--- src/hdl/imu_offset_deadband_integrator_assert.svh ---
// assertion macros for the imu offset/deadband integrator
`ifndef IMU_OFFSET_DEADBAND_INTEGRATOR_ASSERT_SVH
`define IMU_OFFSET_DEADBAND_INTEGRATOR_ASSERT_SVH
`ifndef NO_ASSERTIONS
// same-cycle implication
`define IODI_ASSERT_IMPLY(lbl, clk, rst_n, pre, post, msg) \
	lbl: assert property (@(posedge clk) disable iff (!rst_n) (pre) |-> (post)) \
		else $error(msg);
// next-cycle implication
`define IODI_ASSERT_NEXT(lbl, clk, rst_n, pre, post, msg) \
	lbl: assert property (@(posedge clk) disable iff (!rst_n) (pre) |=> (post)) \
		else $error(msg);
`else
`define IODI_ASSERT_IMPLY(lbl, clk, rst_n, pre, post, msg)
`define IODI_ASSERT_NEXT(lbl, clk, rst_n, pre, post, msg)
`endif
`endif

--- src/hdl/iodi_pkg.sv ---
package iodi_pkg;

	localparam int AXIS_W     = 3;
	localparam int SAMPLE_W   = 16;
	localparam int DIFF_W     = 17;
	localparam int GAIN_W     = 16;
	localparam int BAND_W     = 16;
	localparam int TSTEP_W    = 16;
	localparam int SCALED_W   = 25;
	localparam int INTEGRAL_W = 32;
	localparam int GROUP_W    = 48;
	localparam int NUM_AXES   = 6;
	localparam int FRAC_SHIFT = 8;

	localparam int ACCUM_WIDTH_DEF = 48;

	localparam int Q_DEPTH = 4;
	localparam int Q_PTR_W = 2;
	localparam int Q_CNT_W = 3;

	// APB
	localparam int APB_DATA_W = 64;
	localparam int APB_ADDR_W = 6;
	localparam int REG_IDX_W  = 3;

	localparam logic [REG_IDX_W-1:0] REG_ACCEL_OFFSETS = 3'd0;
	localparam logic [REG_IDX_W-1:0] REG_GYRO_OFFSETS  = 3'd1;
	localparam logic [REG_IDX_W-1:0] REG_ACCEL_GAINS   = 3'd2;
	localparam logic [REG_IDX_W-1:0] REG_GYRO_GAINS    = 3'd3;
	localparam logic [REG_IDX_W-1:0] REG_ACCEL_BAND    = 3'd4;
	localparam logic [REG_IDX_W-1:0] REG_GYRO_BAND     = 3'd5;
	localparam logic [REG_IDX_W-1:0] REG_TIME_STEP     = 3'd6;

	localparam logic [GROUP_W-1:0] RST_ACCEL_GAINS = 48'h0100_0100_0100;
	localparam logic [GROUP_W-1:0] RST_GYRO_GAINS  = 48'h000F_0100_0100;
	localparam logic [BAND_W-1:0]  RST_ACCEL_BAND  = 16'd100;
	localparam logic [BAND_W-1:0]  RST_GYRO_BAND   = 16'd10;
	localparam logic [TSTEP_W-1:0] RST_TIME_STEP   = 16'd655;

	localparam logic [AXIS_W-1:0] AXIS_ACC_X = 3'd0;
	localparam logic [AXIS_W-1:0] AXIS_ACC_Y = 3'd1;
	localparam logic [AXIS_W-1:0] AXIS_ACC_Z = 3'd2;
	localparam logic [AXIS_W-1:0] AXIS_GYR_X = 3'd3;
	localparam logic [AXIS_W-1:0] AXIS_GYR_Y = 3'd4;
	localparam logic [AXIS_W-1:0] AXIS_GYR_Z = 3'd5;

	typedef struct packed {
		logic [GROUP_W-1:0] accel_offsets;
		logic [GROUP_W-1:0] gyro_offsets;
		logic [GROUP_W-1:0] accel_gains;
		logic [GROUP_W-1:0] gyro_gains;
		logic [BAND_W-1:0]  accel_band;
		logic [BAND_W-1:0]  gyro_band;
	} iodi_front_cfg_t;

	// one queued word: axis, scaled value, and whether the axis exists
	typedef struct packed {
		logic [AXIS_W-1:0]          axis;
		logic signed [SCALED_W-1:0] scaled;
		logic                       live;
	} iodi_entry_t;

	typedef struct packed {
		logic               full;
		logic               empty;
		logic [Q_CNT_W-1:0] count;
	} iodi_q_stat_t;

endpackage

--- src/hdl/imu_offset_deadband_integrator.sv ---
// Path: an accepted word passes the front stage register, the queue, the product stage and the result register.
// Throughput: one word per cycle while the result port takes words; front and back run apart through a 4-deep queue.
// Rate limit: the per-axis accumulate-and-clamp loop in the back end.
// Reset (arst_n low): control state and all six accumulators cleared,
// configuration registers return to their default values.
`include "imu_offset_deadband_integrator_assert.svh"

module imu_offset_deadband_integrator #(
	parameter int ACCUM_WIDTH = iodi_pkg::ACCUM_WIDTH_DEF
) (
	input  logic                                    clk,
	input  logic                                    arst_n,
	// APB configuration
	input  logic                                    psel,
	input  logic                                    penable,
	input  logic                                    pwrite,
	input  logic [iodi_pkg::APB_ADDR_W-1:0]         paddr,
	input  logic [iodi_pkg::APB_DATA_W-1:0]         pwdata,
	output logic [iodi_pkg::APB_DATA_W-1:0]         prdata,
	output logic                                    pready,
	// sample words
	input  logic                                    sample_valid,
	output logic                                    sample_ready,
	input  logic [iodi_pkg::AXIS_W-1:0]             axis,
	input  logic signed [iodi_pkg::SAMPLE_W-1:0]    raw_sample,
	// result words
	output logic                                    result_valid,
	input  logic                                    result_ready,
	output logic [iodi_pkg::AXIS_W-1:0]             axis_out,
	output logic signed [iodi_pkg::SCALED_W-1:0]    scaled_value,
	output logic signed [iodi_pkg::INTEGRAL_W-1:0]  integral
);
	import iodi_pkg::*;

	// ---------------------------------------------------------------
	// Configuration registers. Each sits at 8*index; only paddr[5:3]
	// is decoded. Writes to index 7 are dropped, reads return zero.
	// ---------------------------------------------------------------
	logic [GROUP_W-1:0] accel_offsets_q;
	logic [GROUP_W-1:0] gyro_offsets_q;
	logic [GROUP_W-1:0] accel_gains_q;
	logic [GROUP_W-1:0] gyro_gains_q;
	logic [BAND_W-1:0]  accel_band_q;
	logic [BAND_W-1:0]  gyro_band_q;
	logic [TSTEP_W-1:0] time_step_q;

	logic                 wr_en;
	logic [REG_IDX_W-1:0] reg_idx;

	assign pready  = 1'b1;
	assign reg_idx = paddr[APB_ADDR_W-1:APB_ADDR_W-REG_IDX_W];
	assign wr_en   = psel && penable && pwrite && pready;

	always_ff @(posedge clk or negedge arst_n) begin
		if (!arst_n) begin
			accel_offsets_q <= '0;
			gyro_offsets_q  <= '0;
			accel_gains_q   <= RST_ACCEL_GAINS;
			gyro_gains_q    <= RST_GYRO_GAINS;
			accel_band_q    <= RST_ACCEL_BAND;
			gyro_band_q     <= RST_GYRO_BAND;
			time_step_q     <= RST_TIME_STEP;
		end else if (wr_en) begin
			unique case (reg_idx)
				REG_ACCEL_OFFSETS: accel_offsets_q <= pwdata[GROUP_W-1:0];
				REG_GYRO_OFFSETS:  gyro_offsets_q  <= pwdata[GROUP_W-1:0];
				REG_ACCEL_GAINS:   accel_gains_q   <= pwdata[GROUP_W-1:0];
				REG_GYRO_GAINS:    gyro_gains_q    <= pwdata[GROUP_W-1:0];
				REG_ACCEL_BAND:    accel_band_q    <= pwdata[BAND_W-1:0];
				REG_GYRO_BAND:     gyro_band_q     <= pwdata[BAND_W-1:0];
				REG_TIME_STEP:     time_step_q     <= pwdata[TSTEP_W-1:0];
				default: begin
				end
			endcase
		end
	end

	always_comb begin
		unique case (reg_idx)
			REG_ACCEL_OFFSETS: prdata = APB_DATA_W'(accel_offsets_q);
			REG_GYRO_OFFSETS:  prdata = APB_DATA_W'(gyro_offsets_q);
			REG_ACCEL_GAINS:   prdata = APB_DATA_W'(accel_gains_q);
			REG_GYRO_GAINS:    prdata = APB_DATA_W'(gyro_gains_q);
			REG_ACCEL_BAND:    prdata = APB_DATA_W'(accel_band_q);
			REG_GYRO_BAND:     prdata = APB_DATA_W'(gyro_band_q);
			REG_TIME_STEP:     prdata = APB_DATA_W'(time_step_q);
			default:           prdata = '0;
		endcase
	end

	// ---------------------------------------------------------------
	// Front: offset subtract, deadband, gain multiply.
	// ---------------------------------------------------------------
	iodi_front_cfg_t front_cfg;
	logic            q_push;
	logic            q_pop;
	iodi_entry_t     q_in;
	iodi_entry_t     q_head;
	iodi_q_stat_t    q_stat;

	assign front_cfg.accel_offsets = accel_offsets_q;
	assign front_cfg.gyro_offsets  = gyro_offsets_q;
	assign front_cfg.accel_gains   = accel_gains_q;
	assign front_cfg.gyro_gains    = gyro_gains_q;
	assign front_cfg.accel_band    = accel_band_q;
	assign front_cfg.gyro_band     = gyro_band_q;

	iodi_front u_front (
		.clk          (clk),
		.arst_n       (arst_n),
		.cfg          (front_cfg),
		.sample_valid (sample_valid),
		.sample_ready (sample_ready),
		.axis         (axis),
		.raw_sample   (raw_sample),
		.push         (q_push),
		.push_entry   (q_in),
		.q_full       (q_stat.full)
	);

	// decoupling queue between front and back
	iodi_queue u_queue (
		.clk        (clk),
		.arst_n     (arst_n),
		.push       (q_push),
		.push_entry (q_in),
		.pop        (q_pop),
		.head       (q_head),
		.stat       (q_stat)
	);

	// ---------------------------------------------------------------
	// Back: time-step multiply, saturating accumulate, result register.
	// ---------------------------------------------------------------
	iodi_back #(
		.ACCUM_WIDTH (ACCUM_WIDTH)
	) u_back (
		.clk          (clk),
		.arst_n       (arst_n),
		.time_step    (time_step_q),
		.q_empty      (q_stat.empty),
		.head         (q_head),
		.pop          (q_pop),
		.result_valid (result_valid),
		.result_ready (result_ready),
		.axis_out     (axis_out),
		.scaled_value (scaled_value),
		.integral     (integral)
	);

	// ---------------------------------------------------------------
	// Checks
	// ---------------------------------------------------------------
	`IODI_ASSERT_IMPLY(a_no_overflow, clk, arst_n, q_stat.full, !q_push, "queue push while full")
	`IODI_ASSERT_IMPLY(a_no_underflow, clk, arst_n, q_stat.empty, !q_pop, "queue pop while empty")
	`IODI_ASSERT_NEXT(a_count_up, clk, arst_n, q_push && !q_pop, q_stat.count == $past(q_stat.count) + 1'b1, "queue count did not advance")
	`IODI_ASSERT_IMPLY(a_dead_axis, clk, arst_n, result_valid && axis_out >= AXIS_W'(NUM_AXES), scaled_value == '0 && integral == '0, "nonzero result for missing axis")

endmodule

--- src/hdl/iodi_front.sv ---
module iodi_front (
	input  logic                              clk,
	input  logic                              arst_n,
	input  iodi_pkg::iodi_front_cfg_t         cfg,
	input  logic                              sample_valid,
	output logic                              sample_ready,
	input  logic [iodi_pkg::AXIS_W-1:0]       axis,
	input  logic signed [iodi_pkg::SAMPLE_W-1:0] raw_sample,
	output logic                              push,
	output iodi_pkg::iodi_entry_t             push_entry,
	input  logic                              q_full
);
	import iodi_pkg::*;

	logic signed [SAMPLE_W-1:0] off;
	logic [GAIN_W-1:0]          gain;
	logic [BAND_W-1:0]          band;
	logic                       live;
	logic signed [DIFF_W-1:0]   diff;
	logic [DIFF_W-1:0]          mag;
	logic                       take;

	logic                       v_s1;
	logic [AXIS_W-1:0]          axis_s1;
	logic signed [DIFF_W-1:0]   diff_s1;
	logic [GAIN_W-1:0]          gain_s1;
	logic                       live_s1;

	logic signed [DIFF_W+GAIN_W:0] prod;

	// lane select per axis
	always_comb begin
		off  = '0;
		gain = '0;
		band = cfg.accel_band;
		live = 1'b1;
		unique case (axis)
			AXIS_ACC_X: begin
				off  = cfg.accel_offsets[15:0];
				gain = cfg.accel_gains[15:0];
			end
			AXIS_ACC_Y: begin
				off  = cfg.accel_offsets[31:16];
				gain = cfg.accel_gains[31:16];
			end
			AXIS_ACC_Z: begin
				off  = cfg.accel_offsets[47:32];
				gain = cfg.accel_gains[47:32];
			end
			AXIS_GYR_X: begin
				off  = cfg.gyro_offsets[15:0];
				gain = cfg.gyro_gains[15:0];
				band = cfg.gyro_band;
			end
			AXIS_GYR_Y: begin
				off  = cfg.gyro_offsets[31:16];
				gain = cfg.gyro_gains[31:16];
				band = cfg.gyro_band;
			end
			AXIS_GYR_Z: begin
				off  = cfg.gyro_offsets[47:32];
				gain = cfg.gyro_gains[47:32];
				band = cfg.gyro_band;
			end
			default: begin
				live = 1'b0;
			end
		endcase
	end

	assign diff = DIFF_W'(raw_sample) - DIFF_W'(off);
	assign mag  = diff[DIFF_W-1] ? DIFF_W'(-diff) : DIFF_W'(diff);

	assign push         = v_s1 && !q_full;
	assign sample_ready = !v_s1 || push;
	assign take         = sample_valid && sample_ready;

	always_ff @(posedge clk or negedge arst_n) begin
		if (!arst_n) begin
			v_s1 <= 1'b0;
		end else if (sample_ready) begin
			v_s1 <= sample_valid;
		end
	end

	always_ff @(posedge clk) begin
		if (take) begin
			axis_s1 <= axis;
			// strict compare: |diff| equal to band passes
			diff_s1 <= (mag < DIFF_W'(band) || !live) ? '0 : diff;
			gain_s1 <= gain;
			live_s1 <= live;
		end
	end

	// signed diff times unsigned Q8.8 gain, floor by 8
	assign prod = diff_s1 * $signed({1'b0, gain_s1});

	assign push_entry.axis   = axis_s1;
	assign push_entry.scaled = prod[FRAC_SHIFT+SCALED_W-1:FRAC_SHIFT];
	assign push_entry.live   = live_s1;

endmodule

--- src/hdl/iodi_queue.sv ---
module iodi_queue (
	input  logic                   clk,
	input  logic                   arst_n,
	input  logic                   push,
	input  iodi_pkg::iodi_entry_t  push_entry,
	input  logic                   pop,
	output iodi_pkg::iodi_entry_t  head,
	output iodi_pkg::iodi_q_stat_t stat
);
	import iodi_pkg::*;

	iodi_entry_t        mem_q [Q_DEPTH];
	logic [Q_PTR_W-1:0] wr_ptr_q;
	logic [Q_PTR_W-1:0] rd_ptr_q;
	logic [Q_CNT_W-1:0] count_q;

	always_ff @(posedge clk) begin
		if (push) begin
			mem_q[wr_ptr_q] <= push_entry;
		end
	end

	always_ff @(posedge clk or negedge arst_n) begin
		if (!arst_n) begin
			wr_ptr_q <= '0;
			rd_ptr_q <= '0;
			count_q  <= '0;
		end else begin
			if (push) begin
				wr_ptr_q <= wr_ptr_q + 1'b1;
			end
			if (pop) begin
				rd_ptr_q <= rd_ptr_q + 1'b1;
			end
			// push and pop together leave the count alone
			if (push && !pop) begin
				count_q <= count_q + 1'b1;
			end else if (pop && !push) begin
				count_q <= count_q - 1'b1;
			end
		end
	end

	assign head       = mem_q[rd_ptr_q];
	assign stat.full  = (count_q == Q_CNT_W'(Q_DEPTH));
	assign stat.empty = (count_q == '0);
	assign stat.count = count_q;

endmodule

--- src/hdl/iodi_back.sv ---
module iodi_back #(
	parameter int ACCUM_WIDTH = iodi_pkg::ACCUM_WIDTH_DEF
) (
	input  logic                                    clk,
	input  logic                                    arst_n,
	input  logic [iodi_pkg::TSTEP_W-1:0]            time_step,
	input  logic                                    q_empty,
	input  iodi_pkg::iodi_entry_t                   head,
	output logic                                    pop,
	output logic                                    result_valid,
	input  logic                                    result_ready,
	output logic [iodi_pkg::AXIS_W-1:0]             axis_out,
	output logic signed [iodi_pkg::SCALED_W-1:0]    scaled_value,
	output logic signed [iodi_pkg::INTEGRAL_W-1:0]  integral
);
	import iodi_pkg::*;

	localparam int PROD_W = SCALED_W + TSTEP_W + 1;
	localparam int SUM_W  = ((ACCUM_WIDTH > PROD_W) ? ACCUM_WIDTH : PROD_W) + 1;

	localparam logic signed [SUM_W-1:0] ACC_MAX =
		SUM_W'({1'b0, {(ACCUM_WIDTH-1){1'b1}}});
	localparam logic signed [SUM_W-1:0] ACC_MIN = -ACC_MAX - SUM_W'(1);

	logic signed [ACCUM_WIDTH-1:0] acc_q [NUM_AXES];

	logic                       v_s1;
	logic [AXIS_W-1:0]          axis_s1;
	logic signed [SCALED_W-1:0] scaled_s1;
	logic                       live_s1;
	logic signed [PROD_W-1:0]   prod_s1;

	logic                          move;
	logic signed [ACCUM_WIDTH-1:0] acc_old;
	logic signed [SUM_W-1:0]       sum;
	logic signed [ACCUM_WIDTH-1:0] acc_new;
	logic signed [ACCUM_WIDTH-1:0] acc_shr;

	logic                        out_v_q;
	logic [AXIS_W-1:0]           axis_q;
	logic signed [SCALED_W-1:0]  scaled_q;
	logic signed [INTEGRAL_W-1:0] integral_q;

	assign move = v_s1 && (!out_v_q || result_ready);
	assign pop  = !q_empty && (!v_s1 || move);

	always_ff @(posedge clk or negedge arst_n) begin
		if (!arst_n) begin
			v_s1 <= 1'b0;
		end else if (!v_s1 || move) begin
			v_s1 <= pop;
		end
	end

	// product stage
	always_ff @(posedge clk) begin
		if (pop) begin
			axis_s1   <= head.axis;
			scaled_s1 <= head.scaled;
			live_s1   <= head.live;
			prod_s1   <= head.scaled * $signed({1'b0, time_step});
		end
	end

	// accumulate and clamp
	assign acc_old = live_s1 ? acc_q[axis_s1] : '0;
	assign sum     = SUM_W'(acc_old) + SUM_W'(prod_s1);

	always_comb begin
		priority if (sum > ACC_MAX) begin
			acc_new = ACC_MAX[ACCUM_WIDTH-1:0];
		end else if (sum < ACC_MIN) begin
			acc_new = ACC_MIN[ACCUM_WIDTH-1:0];
		end else begin
			acc_new = sum[ACCUM_WIDTH-1:0];
		end
	end

	assign acc_shr = acc_new >>> (ACCUM_WIDTH - INTEGRAL_W);

	always_ff @(posedge clk or negedge arst_n) begin
		if (!arst_n) begin
			for (int i = 0; i < NUM_AXES; i++) begin
				acc_q[i] <= '0;
			end
		end else if (move && live_s1) begin
			acc_q[axis_s1] <= acc_new;
		end
	end

	always_ff @(posedge clk or negedge arst_n) begin
		if (!arst_n) begin
			out_v_q <= 1'b0;
		end else if (!out_v_q || result_ready) begin
			out_v_q <= v_s1;
		end
	end

	always_ff @(posedge clk) begin
		if (move) begin
			axis_q     <= axis_s1;
			scaled_q   <= live_s1 ? scaled_s1 : '0;
			integral_q <= live_s1 ? acc_shr[INTEGRAL_W-1:0] : '0;
		end
	end

	assign result_valid = out_v_q;
	assign axis_out     = axis_q;
	assign scaled_value = scaled_q;
	assign integral     = integral_q;

endmodule

--- config.mk ---
export PLATFORM = sky130hd
export DESIGN_NAME = imu_offset_deadband_integrator
export DESIGN_NICKNAME = d
export VERILOG_FILES = /design/src/hdl/iodi_pkg.sv /design/src/hdl/imu_offset_deadband_integrator.sv /design/src/hdl/iodi_front.sv /design/src/hdl/iodi_queue.sv /design/src/hdl/iodi_back.sv
export VERILOG_INCLUDE_DIRS = /design/src /design/src/hdl
export SDC_FILE = /design/constraint.sdc
export NUM_CORES = 2
export LEC_CHECK = 0
export BUFFER_PORTS_ARGS = -buffer_cell sky130_fd_sc_hd__buf_2
export CAP_MARGIN = 20
export CORE_MARGIN = 4
export CORE_UTILIZATION = 45
export CTS_BUF_LIST = sky130_fd_sc_hd__clkbuf_8 sky130_fd_sc_hd__clkbuf_16
export DETAILED_ROUTE_END_ITERATION = 8
export GPL_TIMING_DRIVEN = 0
export PLACE_DENSITY_LB_ADDON = 0.25
export REMOVE_ABC_BUFFERS = 1
export SYNTH_ARGS = -nofsm -noshare
export SYNTH_HDL_FRONTEND = slang
export SYNTH_SLANG_ARGS = --single-unit
export TNS_END_PERCENT = 20
--- constraint.sdc ---
create_clock -name clk -period 19 [get_ports clk]
set_clock_uncertainty 0.2 [all_clocks]
set_input_delay 1.9 -clock clk [delete_from_list [all_inputs] [get_ports clk]]
set_output_delay 1.9 -clock clk [all_outputs]
set_load 0.02 [all_outputs]
==> results by group <==
Status
  – Outcome: finished clean

Global route
  – Overall track demand over capacity in global routing: 22.36%
  – Number of antenna violations at the first check in global routing: 16
  – Maximum number of pins on one net before global-route repair: 122
  – GRT Residual Overflow: 0
  – Number of global-route vias before repair: 46.01k
  – Global-route wire length before repair: 260100 microns

Worst setup path
  – Destination of the worst register-to-register timing path: u_back.prod_s1[41]
  – Worst-case register-to-register setup slack: 10.53 ns
  – Number of cells traversed by the worst register-to-register path: 24
  – Startpoint class of the critical path: input port
  – Data required, critical path: 19.22 ns
  – Nature of the critical path endpoint: flop
  – Worst-path maximum fanout: 12
  – CP endpoint: u_front.diff_s1[0]
  – Critical path start-end classification: in2reg
  – Worst R2R Start: u_queue.rd_ptr_q[1]
  – Arr. time, crit path: 9.16 ns
  – Critical path origin: axis[0]

Clock tree
  – Skew-Pair Late Insertion Delay: 0.73 ns
  – Clock root buffer: clkbuf_16
  – Number of sinks driven by the clock tree: 822
  – CTS Hold Bufs: 0
  – TritonCTS buffer count: 92
  – Number of buffers inserted to repair setup after CTS: 0
  – CTS resizes: 0
  – Clock H-tree levels: 3
  – Max Root-Sink Buffers: 3
  – Clock slew at the register clock pins of the worst setup and hold paths: 0.06 ns
  – TritonCTS clock tree: yes

Layout
  – Share of layout cells above drive strength 1: 13.86%
  – Total Nets Final: 7014
  – Area growth from synthesis to layout: 11.00%

Yosys
  – Synthesized flop and latch total: 822
  – Mean instance size in the synthesized netlist: 10.59 sq um
  – Sequential share of the synthesized area: 35.06%
  – Async set-reset flop share out of synthesis: 65.45%
  – Cell Area, Synth: 62800 sq um
  – Number of synthesized flops with an enable pin: 284
  – Flip-flop cell with the highest count after synthesis: dfrtp_1
  – Ys Warns: 0
  – Yosys cell types: 93
  – Synthesized instance count: 5928

Timing
  – Final count of pins violating max slew: 0
  – Relative slew slack: 25.59%
  – Final total negative setup slack: 0 ns
  – Worst hold slack: 0.2787 ns
  – Setup violations, final: 0
  – Final number of hold-violating endpoints: 0
  – Final setup slack of the worst path: 10.06 ns
  – Fmax achieved: 0.1118 GHz
  – Final Cycle Share: 47.06%
  – Final Critical Period: 8.941 ns
  – RSZ-0062 raised after global routing: no
  – Worst slew pin tran: 1.116 ns

Floorplan
  – # IOs: 223
  – Cell row count: 136
  – Die X: 381.6 microns
  – DIE AREA: 145600 sq um
  – Die height: 381.6 microns
  – Core Box Area: 138000 sq um
  – Effective utilization at floorplan: 45.51%

Routing
  – Wire per inst: 20.26 microns
  – Number of DRC violations after detailed-routing iteration 0: 2789
  – DR DRC count: 0
  – Final wirelength: 160700 microns
  – Number of vias in the routed layout: 43.24k
  – Vias per std cell: 5.452
  – Pre-Repair DR Iteration Count: 5
  – Count of antenna-violating nets left after detailed routing: 0

Place
  – Post-placement worst setup slack: 9.434 ns
  – # port buffers: 186
  – Gp weighted congestion: 0.8778
  – Detailed-placement wirelength estimate: 120600 microns

Job
  – Max-cap violation count: 0

Min path
  – Class of the most critical hold timing path: reg2reg
worst max-delay path: stages:
cell and delay [ns]:
buf_2 0.20, inv_1 0.16, nor3_2 0.06, buf_6 0.17, buf_4 0.21, buf_6 0.17, a22o_1 0.24, a221o_1 0.25
a221oi_1 0.63, ha_1 0.42, and3_1 0.20, a221o_1 0.31, a21oi_1 0.19, o21ai_0 0.17, o41ai_1 0.54, o21ai_0 0.41
buf_4 0.28, a21oi_1 0.15, xnor2_1 0.09, ha_1 0.32, a21o_1 0.16, a21o_1 0.16, a2111oi_0 0.59, o21a_1 0.20
a31oi_1 0.06, a31oi_1 0.49, buf_4 0.28, a21oi_1 0.11
Yosys cell counts (all sizes together) (31+ instances only):
library cell	number	area, sq um
nor2	140	528.0
ha	270	3378
buf	80	441.7
edfxtp	284	8528
a22o	54	473.0
xor2	44	385.4
a21boi	59	454.2
fa	666	13330
mux2	269	3029
and2	319	1996
a21o	65	488.0
xnor2	97	849.6
nand2	784	2943
o21ai	365	1917
mux2i	38	380.4
a21oi	146	824.5
a22oi	196	1471
mux4	33	743.2
nor2b	31	193.9
clkbuf	257	964.7
dfrtp	518	12960
a221oi	65	575.6
nand3	49	265.3
inv	784	2943
worst min-delay path by stage:
| stage | start | endpoint | slack [ns] | depth (start not counted) |
|---|---|---|---|---|
| floorplan | u_back.acc_q[0] | u_back.acc_q[0] | 0.25 | 2 |
| global placement | u_back.acc_q[161] | u_back.acc_q[161] | 0.26 | 2 |
| detailed placement | u_back.acc_q[179] | u_back.acc_q[179] | 0.27 | 2 |
| CTS | u_back.acc_q[151] | u_back.acc_q[151] | 0.28 | 2 |
| global route | u_back.acc_q[244] | u_back.acc_q[244] | 0.29 | 2 |
| finish | u_back.acc_q[212] | u_back.acc_q[212] | 0.28 | 2 |
cell families (layout without fill, tap and decap cells):
family                     after synthesis  count (layout)  synth area share [%]
AOI/OAI and AO/OA                     1117            1117                 12.08
xor gates and xnor gates               141             141                 1.966
adders and majority gates              936             936                 26.61
buffers and inverters                 1122            1239                 6.931
DFF                                    822             822                 35.06
muxes                                  340             340                 6.612
other                                    2              26               0.01196
and+or+nand+nor                       1448            1448                 10.73
flip-flops by register name (all words and copies together) (netlist names), 3 cells and up:
signal               flops
gyro_gains_q            48
gyro_offsets_q          48
u_back.prod_s1          42
accel_band_q            16
u_back.integral         32
accel_gains_q           48
time_step_q             16
u_front.axis_s1          3
u_back.axis_s1           3
u_back.scaled_value     25
u_front.gain_s1         16
accel_offsets_q         48
gyro_band_q             16
u_back.axis_out          3
u_queue.count_q          3
u_back.acc_q           288
u_front.diff_s1         17
u_queue.mem_q          116
u_back.scaled_s1        25
layer usage:
metal | track usage (%) | up-vias | wire length, microns
met2 | 38.26 | 1021 | 78780
met3 | 3.551 | 283 | 7379
li1 | - | 19820 | -
met5 | 0 | - | 54
met4 | 7.150 | 8 | 5189
met1 | 29.21 | 22110 | 69270
final cells by class:
| cell class | instances | area, sq um |
|---|---|---|
| clock inverter | 66 | 670.6 |
| multi-input combinational | 3999 | 36680 |
| fill | 12400 | 68290 |
| sequential | 822 | 22020 |
| timing repair buffer | 282 | 2536 |
| antenna | 9 | 22.52 |
| tap | 1863 | 2331 |
| inverter | 785 | 2947 |
| clock buffer | 106 | 2506 |
through the flow:
stage               instance area (sq um)  cells  utilization (%)
global route                        69690   7924            50.50
global placement                    64710   7655            46.89
floorplan                           61450   5606                -
finish                              69710   7932            50.51
CTS                                 69610   7920            50.44
detailed placement                  66440   7748            48.14
layout by cell type, fill, tap and decap left out, types with 15 or more instances in the layout:
cell and count:
mux2_2 269, conb_1 17, o21ai_2 21, xor2_1 44
nand2b_1 19, fa_1 666, a31oi_1 26, dfrtp_1 517
mux2i_1 38, and2_1 312, xnor2_1 97, a22o_1 54
buf_2 185, o211a_1 16, a21o_1 64, o21ai_0 329
clkinv_2 15, mux4_2 33, inv_1 802, nor2_1 131
buf_6 33, nand2_1 778, dfstp_2 20, a21oi_1 134
edfxtp_1 284, nand3_1 45, ha_1 270, clkbuf_16 93
a22oi_1 196, o21a_1 25, a21boi_0 56, nor2b_1 30
a221oi_1 64, nand4_1 19, nor3_1 20, buf_16 25
Power is left out: the tool's default activity adds up to more than one toggle a clock period on the data nets, which glitch-free logic cannot reach.
